--- config.mk ---
export PLATFORM = sky130hd
export DESIGN_NAME = tspc_ctrl
export DESIGN_NICKNAME = d
export VERILOG_FILES = /design/src/hdl/tspc_pkg.sv /design/src/hdl/tspc_ctrl.sv
export SDC_FILE = /design/constraint.sdc
export NUM_CORES = 1
export LEC_CHECK = 0
export BUFFER_PORTS_ARGS = -buffer_cell sky130_fd_sc_hd__buf_2
export CORE_AREA = 5 5 42 44
export DETAILED_ROUTE_END_ITERATION = 10
export DIE_AREA = 0 0 47 49
export GPL_TIMING_DRIVEN = 0
export PLACE_DENSITY_LB_ADDON = 0.2
export SYNTH_ARGS = -nofsm -noshare
export SYNTH_HDL_FRONTEND = slang
export SYNTH_SLANG_ARGS = --single-unit
--- constraint.sdc ---
create_clock -name clk -period 1.55 [get_ports clk]
set_input_delay 0.155 -clock clk [delete_from_list [all_inputs] [get_ports clk]]
set_output_delay 0.155 -clock clk [all_outputs]
set_load 0.03 [all_outputs]
--- src/hdl/tspc_pkg.sv ---
// Shared types, codes and helpers for the tile/sprite pixel compositor.
// Used by tspc_ctrl, tspc_datapath and the top level; depends on nothing.
`default_nettype none
package tspc_pkg;

  localparam int VIDEO_AW = 13;

  // item opcodes
  localparam logic [1:0] OP_WR_VRAM   = 2'd0;
  localparam logic [1:0] OP_WR_SPRITE = 2'd1;
  localparam logic [1:0] OP_RENDER    = 2'd2;

  // configuration register indexes
  localparam logic [2:0] CFG_LCDC  = 3'd0;
  localparam logic [2:0] CFG_SCY   = 3'd1;
  localparam logic [2:0] CFG_SCX   = 3'd2;
  localparam logic [2:0] CFG_BGP   = 3'd3;
  localparam logic [2:0] CFG_OBP0  = 3'd4;
  localparam logic [2:0] CFG_OBP1  = 3'd5;
  localparam logic [2:0] CFG_WY    = 3'd6;
  localparam logic [2:0] CFG_WX    = 3'd7;

  // datapath phases issued by the controller
  localparam logic [3:0] PH_NONE    = 4'd0;
  localparam logic [3:0] PH_WR_VRAM = 4'd1;
  localparam logic [3:0] PH_WR_SPR  = 4'd2;
  localparam logic [3:0] PH_LOAD    = 4'd3;
  localparam logic [3:0] PH_MAP     = 4'd4;
  localparam logic [3:0] PH_LO      = 4'd5;
  localparam logic [3:0] PH_HI      = 4'd6;
  localparam logic [3:0] PH_PIX     = 4'd7;
  localparam logic [3:0] PH_SRD     = 4'd8;
  localparam logic [3:0] PH_SCHK    = 4'd9;
  localparam logic [3:0] PH_SLO     = 4'd10;
  localparam logic [3:0] PH_SPIX    = 4'd11;
  localparam logic [3:0] PH_DONE    = 4'd12;

  // video memory offsets (CPU address minus 0x8000)
  localparam logic [12:0] MAP_LOW_BASE   = 13'h1800;
  localparam logic [12:0] MAP_HIGH_BASE  = 13'h1C00;
  localparam logic [12:0] SIGNED_TILE_BASE = 13'h0800;

  typedef struct packed {
    logic [3:0] phase;
    logic       pass;     // 0 background, 1 window
    logic       spr_inc;
  } tspc_cmd_t;

  typedef struct packed {
    logic bg_en;
    logic win_hit;
    logic spr_go;
    logic spr_hit;
    logic spr_take;
    logic spr_last;
  } tspc_status_t;

  function automatic logic [1:0] pal_pick(input logic [7:0] pal, input logic [1:0] idx);
    logic [1:0] r;
    unique case (idx)
      2'd0: r = pal[1:0];
      2'd1: r = pal[3:2];
      2'd2: r = pal[5:4];
      default: r = pal[7:6];
    endcase
    return r;
  endfunction

  function automatic logic [31:0] grey_word(input logic [1:0] s);
    logic [31:0] r;
    unique case (s)
      2'd0: r = 32'hFFFFFFFF;
      2'd1: r = 32'hFFAAAAAA;
      2'd2: r = 32'hFF555555;
      default: r = 32'hFF000000;
    endcase
    return r;
  endfunction

endpackage
`default_nettype wire

--- src/hdl/tspc_ctrl.sv ---
// Controller state machine for the compositor: sequences memory fetches.
// Depends on tspc_pkg; drives tspc_datapath through a command struct.
`default_nettype none
module tspc_ctrl (
  input  wire logic                  clk,
  input  wire logic                  rst,
  input  wire logic                  start,
  input  wire logic [1:0]            opcode,
  input  tspc_pkg::tspc_status_t     status,
  output tspc_pkg::tspc_cmd_t        cmd,
  output logic                       busy
);

  localparam logic [3:0] ST_IDLE = 4'd0;
  localparam logic [3:0] ST_MAP  = 4'd1;
  localparam logic [3:0] ST_LO   = 4'd2;
  localparam logic [3:0] ST_HI   = 4'd3;
  localparam logic [3:0] ST_PIX  = 4'd4;
  localparam logic [3:0] ST_SRD  = 4'd5;
  localparam logic [3:0] ST_SCHK = 4'd6;
  localparam logic [3:0] ST_SLO  = 4'd7;
  localparam logic [3:0] ST_SPIX = 4'd8;
  localparam logic [3:0] ST_DONE = 4'd9;

  logic [3:0] state, state_next;
  logic       pass, pass_next;

  always_ff @(posedge clk) begin
    if (rst) begin
      state <= ST_IDLE;
      pass  <= 1'b0;
    end else begin
      state <= state_next;
      pass  <= pass_next;
    end
  end

  assign busy = (state != ST_IDLE);

  always_comb begin
    state_next  = state;
    pass_next   = pass;
    cmd.phase   = tspc_pkg::PH_NONE;
    cmd.pass    = pass;
    cmd.spr_inc = 1'b0;
    unique case (state)
      ST_IDLE: begin
        if (start) begin
          priority case (opcode)
            tspc_pkg::OP_WR_VRAM:   cmd.phase = tspc_pkg::PH_WR_VRAM;
            tspc_pkg::OP_WR_SPRITE: cmd.phase = tspc_pkg::PH_WR_SPR;
            tspc_pkg::OP_RENDER: begin
              cmd.phase  = tspc_pkg::PH_LOAD;
              pass_next  = 1'b0;
              state_next = ST_MAP;
            end
            default: cmd.phase = tspc_pkg::PH_NONE;
          endcase
        end
      end
      ST_MAP: begin
        if (status.bg_en) begin
          cmd.phase  = tspc_pkg::PH_MAP;
          state_next = ST_LO;
        end else begin
          state_next = status.spr_go ? ST_SRD : ST_DONE;
        end
      end
      ST_LO: begin
        cmd.phase  = tspc_pkg::PH_LO;
        state_next = ST_HI;
      end
      ST_HI: begin
        cmd.phase  = tspc_pkg::PH_HI;
        state_next = ST_PIX;
      end
      ST_PIX: begin
        cmd.phase = tspc_pkg::PH_PIX;
        if (!pass && status.win_hit) begin
          pass_next  = 1'b1;
          state_next = ST_MAP;
        end else begin
          state_next = status.spr_go ? ST_SRD : ST_DONE;
        end
      end
      ST_SRD: begin
        cmd.phase  = tspc_pkg::PH_SRD;
        state_next = ST_SCHK;
      end
      ST_SCHK: begin
        cmd.phase = tspc_pkg::PH_SCHK;
        if (status.spr_hit) begin
          state_next = ST_SLO;
        end else if (status.spr_last) begin
          state_next = ST_DONE;
        end else begin
          cmd.spr_inc = 1'b1;
          state_next  = ST_SRD;
        end
      end
      ST_SLO: begin
        cmd.phase  = tspc_pkg::PH_SLO;
        state_next = ST_SPIX;
      end
      ST_SPIX: begin
        cmd.phase = tspc_pkg::PH_SPIX;
        if (status.spr_take || status.spr_last) begin
          state_next = ST_DONE;
        end else begin
          cmd.spr_inc = 1'b1;
          state_next  = ST_SRD;
        end
      end
      ST_DONE: begin
        cmd.phase  = tspc_pkg::PH_DONE;
        state_next = ST_IDLE;
      end
      default: state_next = ST_IDLE;
    endcase
  end

endmodule
`default_nettype wire

Word level (Yosys, flattened, before mapping)
Index checks and enable logic that the tools add are counted.
W data, S select, Z words.
{"block": "op_classes", "n_eq_ne": 14, "n_mux": 21, "reduce_logical": 9}
{"operator": "$pmux W4 S10", "count": 1}
{"operator": "$pmux W4 S9", "count": 1}
{"operator": "$mux W4", "count": 8}
{"operator": "$eq A4 B3 Y1 const B", "count": 4}
{"operator": "$eq A4 B2 Y1 const B", "count": 2}
{"operator": "$eq A4 B4 Y1 const B", "count": 2}
{"operator": "$mux W1", "count": 6}
{"operator": "$pmux W2 S3", "count": 1}
{"operator": "$eq A4 B1 Y1 const B", "count": 1}
{"operator": "$logic_not A4 Y1", "count": 1}
{"operator": "$ne A2 B2 Y1 const B", "count": 2}
{"operator": "$pmux W1 S2", "count": 2}
{"operator": "$reduce_and A4 Y1", "count": 1}
{"operator": "$reduce_bool A4 Y1", "count": 1}
{"operator": "$mux W3", "count": 1}
{"operator": "$eq A2 B1 Y1 const B", "count": 1}
{"operator": "$eq A2 B2 Y1 const B", "count": 1}
{"operator": "$logic_not A2 Y1", "count": 1}
{"operator": "$mux W2", "count": 1}
{"operator": "$ne A2 B1 Y1 const B", "count": 1}
{"operator": "$reduce_and A2 Y1", "count": 1}
{"operator": "$reduce_bool A2 Y1", "count": 1}
{"operator": "$logic_and A1 B1 Y1", "count": 1}
{"operator": "$logic_not A1 Y1", "count": 1}
{"operator": "$logic_or A1 B1 Y1", "count": 1}
{"block": "totals", "ff_bits": 5, "in_bits": 11, "out_inout_bits": 7, "word_cells": 46}

Logic depth before layout (Yosys ltp)
Gate-level depths: netlist of run 1.
{"block": "depth", "depth_word": 4, "depth_mapped": 6}

Least setup slack after synthesis of run 1
Ideal clock, no wire load.
{"block": "synth_timing", "path_kind": "register to output", "startpoint": "register state[3]", "endpoint": "output port cmd[2] (netlist bit)", "arrival_time_ns": 1.652, "slack_ns": -0.257, "path_stages_with_launch": 5, "n_path_buf": 2, "cell_sequence": "dfxtp_1 clkbuf_1 clkbuf_1 a211oi_1 a211oi_1"}
{"element": "start, declared", "line": "tspc_ctrl.sv:25", "source": "logic [3:0] state, state_next;"}
{"element": "start signal, assigned", "line": "tspc_ctrl.sv:33", "source": "state <= state_next;"}
{"element": "end, declared", "line": "tspc_ctrl.sv:10", "source": "output tspc_pkg::tspc_cmd_t cmd,"}

==> results of run 1 <==
critical path, cell delays in order, from the launching register on:
cell	delay [ns]
dfxtp_2	0.31
buf_6	0.12
or2_4	0.29
nor2_4	0.13
nand3_2	0.09
nand2_2	0.07
buf_6	0.12
metrics by stage:
step                      area (µm²)    util  total power, mW
after floorplan                479.2       -           0.1993
after global placement         584.3  0.4170           0.2298
after detailed placement       584.3  0.4170           0.2315
after CTS                      646.9  0.4616           0.4002
after global routing           693.2  0.4946           0.4276
final                          693.2  0.4946           0.4008
synthesized netlist by cell type:
library cell,number
a211o_1,1
a211oi_1,2
a21oi_1,6
a22o_1,2
a31oi_1,3
buf_4,1
buf_6,1
clkbuf_1,4
dfxtp_1,5
ha_1,1
inv_1,2
mux2_2,1
nand2_1,5
nand2b_1,4
nand3_1,3
nand3b_1,2
nor2_1,12
nor2b_1,4
nor3_1,2
nor3_2,1
nor3b_1,1
o211ai_1,2
o21a_1,1
o21ai_0,2
o22ai_1,1
or2_4,1
registers in the layout, summed over array words and instances (netlist names):
name and count:
state 4, pass 1
path summary, 6_finish.rpt:
kind | end | slack [ns] | cells past startpoint
worst max-delay path | cmd[0] | 0.01 | 6
worst min-delay path | pass | 0.09 | 2
worst max register to register | state[1] | 0.09 | 5
worst min register to register | pass | 0.55 | 2
kinds of logic after synthesis:
kind of cell	count (synthesis)	share of synthesized area
AND/OR/NAND/NOR	35	0.3799
AO/OA/AOI/OAI	20	0.2718
buffers and inverters	8	0.08707
flip-flops	5	0.2111
multiplexers	1	0.02375
adder cells (fa/ha/maj)	1	0.02638
per-layer routing:
layer | track usage | share of wire | up-vias
li1 | - | - | 294
met1 | 0.1751 | 0.43 | 253
met2 | 0.1855 | 0.49 | 14
met3 | 0.05535 | 0.061 | 5
met4 | 0.05530 | 0.017 | 0
met5 | 0 | 0 | -
power groups by stage:
| stage | Combinational [mW] | Clock (mW) | Sequential [mW] |
|---|---|---|---|
| finish | 0.107 | 0.157 | 0.137 |
| floorplan | 0.0629 | 0 | 0.136 |
| CTS | 0.101 | 0.163 | 0.136 |
| global route | 0.117 | 0.174 | 0.137 |
| detailed placement | 0.0944 | 0 | 0.137 |
| global placement | 0.0927 | 0 | 0.137 |
repair_timing:
item | 4_1_cts | 5_1_grt
resized for setup | 15 | 10
endpoints found under the hold margin | 0 | 0
buffers inserted | 0 | 4
pin swaps | 3 | 4
setup endpoints to repair | 6 | 4
layout make-up:
type	instances	area share
multi-input cells	57	0.5325
inverters	2	0.01083
well taps	16	0.02888
flip-flops and latches	5	0.1516
repair buffers	21	0.1787
plain buffers	5	0.05957
clock buffers	4	0.03791
==> results.yml, run 1 <==
status:
  status: "finished, final reports clean"
timing:
  hold-worst-slack_ns: 0.09423
  tightest_slew_ns: 0.2814
  rsz0062_at_grt: "true"
  worst_slack_ns: 0.01216
  finalSetupTns_ns: 0
  finalSetupViolCount: 0
  drv_slew: 0
  period_needed_ns: 1.538
  skew_ns: 0.003599
  relSlewSlack: 0.8104
  fmax_mhz: 650.3
  hold_viol: 0
  period_share: 0.9922
cts:
  cts.path.max_buffers: 2
  clockRootBuffer: "clkbuf_4"
  clk_pin_slew_worst_paths_ns: 0.05
  cts_sinks: 5
  clk_latency_ns: 0.25
  cts_tree: "done"
  htreeDepth: 1
  ctsHoldBuffers: 0
  cts_buffers: 3
global_route:
  antenna_found_initial: 0
  grt_pass1_vias: 533
  overflow: 0
  grt_pass1_wl_um: 2228
  grt.total_usage: 0.1329
  grt_max_degree: 11
placement:
  dp.cells: 103
  gp_congestion: 0.7846
  io_buffer_count: 17
  dp_hpwl_um: 996.9
  pre_cts_ws_ns: -0.1066
drt:
  vias: 566
  drtPass1Iterations: 2
  ant_nets: 0
  routed_wl_um: 1372
  drt_iter0_markers: 6
  wl_per_cell_um: 12.47
  vias_per_cell: 5.145
  drc: 0
worst_setup_path:
  cp-start-kind: "register"
  worstPathRequired_ns: 1.39
  rr_startpoint: "state[1]"
  crit_fanout: 6
  critPathCaptureType: "output pin"
  startpoint: "state[1]"
  critPathKind: "reg2out"
  arrival_ns: 1.38
pwr:
  power_density_nw_per_um2: 578.2
  comb_power_share: 0.266
  seqPwrFrac: 0.341
  pwr-share-clk: 0.393
  switchingPower_mw: 0.1246
  leakage_nw: 0.3063
  ir_drop_v: 0.0003838
  p_int_mw: 0.2762
  p_sw_frac: 0.3109
die:
  num_rows: 14
  io_pins: 18
  initial_core_util: 0.3384
  die_area_um2: 2303
  core_um2: 1401
  die_h_um: 49
  die_x_um: 47
synthesis:
  ys_types: 26
  syn_avg_cell_area_um2: 6.774
  yosysSeqAreaShare: 0.2111
  syn_nets: 82
  synth_top_cell_by_area: "dfxtp_1"
  ys_ff_latch: 5
  yosys.area.top_type_share: 0.2111
  yosys-top-cells-area: "dfxtp_1 (21%), nor2_1 (9.5%), a21oi_1 (6.3%)"
  synth_area_um2: 474.2
  syn_inst: 70
  ys_warn_count: 0
final_layout:
  layout_common_cells: "buf_2 (14), nor2_1 (11), buf_4 (9)"
  layout.cells.most_common: "buf_2"
  drive_above_1_share: 0.4574
  multi_input_area_um2: 369.1
  instances_no_fill: 110
  regArea_um2: 105.1
  nets: 107
  diodes: 0
  syn2layout_area_growth_pct: 46.17
  nFillCells: 164
min_path:
  hold_class: "in2reg"
  hold_start: "rst"
flow_run:
  max-cap-violations: 0
(Power assumes the default switching activity.)
==> run 2, diff against run 1 <==
--- a/config.mk
+++ b/config.mk
@@ -5,6 +5,7 @@
 export SDC_FILE = /design/constraint.sdc
 export NUM_CORES = 1
 export LEC_CHECK = 0
+export ABC_AREA = 1
 export BUFFER_PORTS_ARGS = -buffer_cell sky130_fd_sc_hd__buf_2
 export CORE_AREA = 5 5 42 44
 export DETAILED_ROUTE_END_ITERATION = 10
==> run 2 against run 1 <==
  * Register-to-register slack improved by 0.34 ns
  * Final cell count increased by 16%
  * Synthesized cell count increased by 26%
  * Sequential cell count unchanged
  * Combinational power increased to 3.9 times the previous value
  * Critical endpoint is now cmd[3]
  * Largest power group is now combinational cells
  * Highest routed layer is now met3
==> results.yml, run 2 <==
status:
  status: "finished, final reports clean"
final_layout:
  top_register: "state"
  layout_common_cells: "nand2_1 (21), buf_2 (13), nor2_1 (12)"
  layout.cells.most_common: "nand2_1"
  drive_above_1_share: 0.3839
  reg_top3: "state (4), pass (1)"
  syn2layout_area_growth_pct: 36.03
  diodes: 0
  largest_reg_flops: 4
  nets: 125
  instances_no_fill: 128
  post-route-util: 0.4955
  design_area_um2: 694.4
cts:
  clk_latency_ns: 0.24
  htreeDepth: 1
  clockRootBuffer: "clkbuf_4"
  cts_buffers: 3
  cts.path.max_buffers: 2
  ctsHoldBuffers: 0
  clk_pin_slew_worst_paths_ns: 0.04
  cts_tree: "done"
  cts_sinks: 5
timing:
  fmax_mhz: 652.2
  skew_ns: 0.001897
  drv_slew: 0
  tightest_slew_ns: 0.3118
  period_share: 0.9891
  hold_viol: 0
  relSlewSlack: 0.7899
  worst_slack_ns: 0.01683
  rsz0062_at_grt: "true"
  period_needed_ns: 1.533
  finalSetupViolCount: 0
  hold-worst-slack_ns: 0.1216
worst_setup_path:
  critPathKind: "reg2out"
  worstPathRequired_ns: 1.39
  arrival_ns: 1.38
  crit_fanout: 5
  cp-start-kind: "register"
  rrSetupSlack_ns: 0.43
  critPathCaptureType: "output pin"
die:
  num_rows: 14
  die_x_um: 47
  io_pins: 18
  core_um2: 1401
  initial_core_util: 0.3643
  die_h_um: 49
  die_area_um2: 2303
synthesis:
  syn_inst: 88
  synth_flop_cell: "dfxtp_1"
  ys_top_cells_by_count: "nand2_1 (22), nor2_1 (13), nand3_1 (11)"
  ys_types: 22
  syn_nets: 100
  ys_warn_count: 0
  synth_top_cell_by_area: "dfxtp_1"
  synth_area_um2: 510.5
  yosys-top-cells-area: "dfxtp_1 (20%), nand2_1 (16%), nand3_1 (11%)"
  syn_avg_cell_area_um2: 5.801
  yosys.area.top_type_share: 0.1961
  async_reset_ff_frac: 0
  ys_ff_latch: 5
  synth_most_common_cell: "nand2_1"
  synth-edff-count: 0
  yosysSeqAreaShare: 0.1961
global_route:
  grt_max_degree: 7
  antenna_found_initial: 0
  grt.total_usage: 0.1246
  overflow: 0
  grt_pass1_vias: 540
  grt_pass1_wl_um: 2111
drt:
  wl_per_cell_um: 10.58
  ant_nets: 0
  drc: 0
  drtPass1Iterations: 4
  drt_iter0_markers: 14
  vias_per_cell: 4.867
  vias: 623
  routed_wl_um: 1354
pwr:
  power_density_nw_per_um2: 1065
  ir_drop_v: 0.0005668
  leakage_nw: 0.3532
placement:
  gp_congestion: 0.7676
  pre_cts_ws_ns: 0.1476
  dp.cells: 121
  io_buffer_count: 17
  dp_hpwl_um: 1073
  post_dp_cell_area_um2: 615.6
min_path:
  hold_class: "in2reg"
flow_run:
  max-cap-violations: 0
==> run 2: changes by cell type after synthesis, sizes merged, moves of 3 or more <==
cell and delta:
a31oi -3, clkbuf -4, inv +10, nand2 +19, nand2b -4, nand3 +8, nor2 +7, nor2b -4
nor3 -3, o21ai +3
==> run 2: area by class of cell <==
cell class	count	area (µm²)
Sequential cell	5	110.1
Timing Repair Buffer	20	121.4
Clock buffer	4	26.28
Buffer	1	7.507
Fill cell	161	706.9
Inverter	13	51.30
Tap cell	16	20.02
Multi-Input combinational cell	69	357.8
==> run 2: critical path, cell delays in order (launching register included) <==
cell      delay [ns]
dfxtp_2         0.35
nor2_2          0.22
nand2_4         0.09
inv_4           0.07
nand2_2         0.05
o211ai_1        0.17
buf_4           0.19
==> run 2: through the flow <==
| stage | TNS [ns] | power [mW] |
|---|---|---|
| 3_5_place_dp | 0 | 0.5159 |
| 5_1_grt | -0.1505 | 0.7987 |
| 4_1_cts | 0 | 0.7007 |
| 2_1_floorplan | 0 | 0.4246 |
| 3_3_place_gp | 0 | 0.5137 |
| 6_report | 0 | 0.7399 |
==> run 2: cell families (layout without fill, tap and decap cells) <==
family	count (synthesis)	count (layout)	synth area share
AOI/OAI and AO/OA	12	12	0.1373
adders and majority gates	1	1	0.02451
buffers and inverters	14	38	0.1127
DFF	5	5	0.1961
and+or+nand+nor	56	56	0.5294
==> run 2: worst paths after layout <==
| path | from | endpoint | depth (start not counted) |
|---|---|---|---|
| worst max-delay path | state[1] | cmd[3] | 6 |
| worst min-delay path | rst | state[1] | 2 |
| worst max register to register | state[1] | pass | 7 |
| worst min register to register | pass | pass | 2 |
==> run 2: report_power, final <==
| part | switching (mW) | total [mW] | internal (mW) |
|---|---|---|---|
| registers | 0.0267 | 0.173 | 0.147 |
| clock network | 0.0518 | 0.149 | 0.0972 |
| logic | 0.256 | 0.418 | 0.162 |
| total | 0.334 | 0.740 | 0.405 |
==> run 2: metal layers <==
metal | track usage | share of wire | vias to the layer above
met5 | 0 | 0 | -
met4 | 0.05530 | 0 | 0
met3 | 0.02583 | 0.069 | 0
met2 | 0.2149 | 0.52 | 16
met1 | 0.1382 | 0.41 | 278
li1 | - | - | 329
==> run 2: what timing repair did <==
item | CTS | global route
setup buffers | 1 | 2
endpoints found under the setup margin | 3 | 4
resized for setup | 8 | 6
pin swaps | 1 | 3
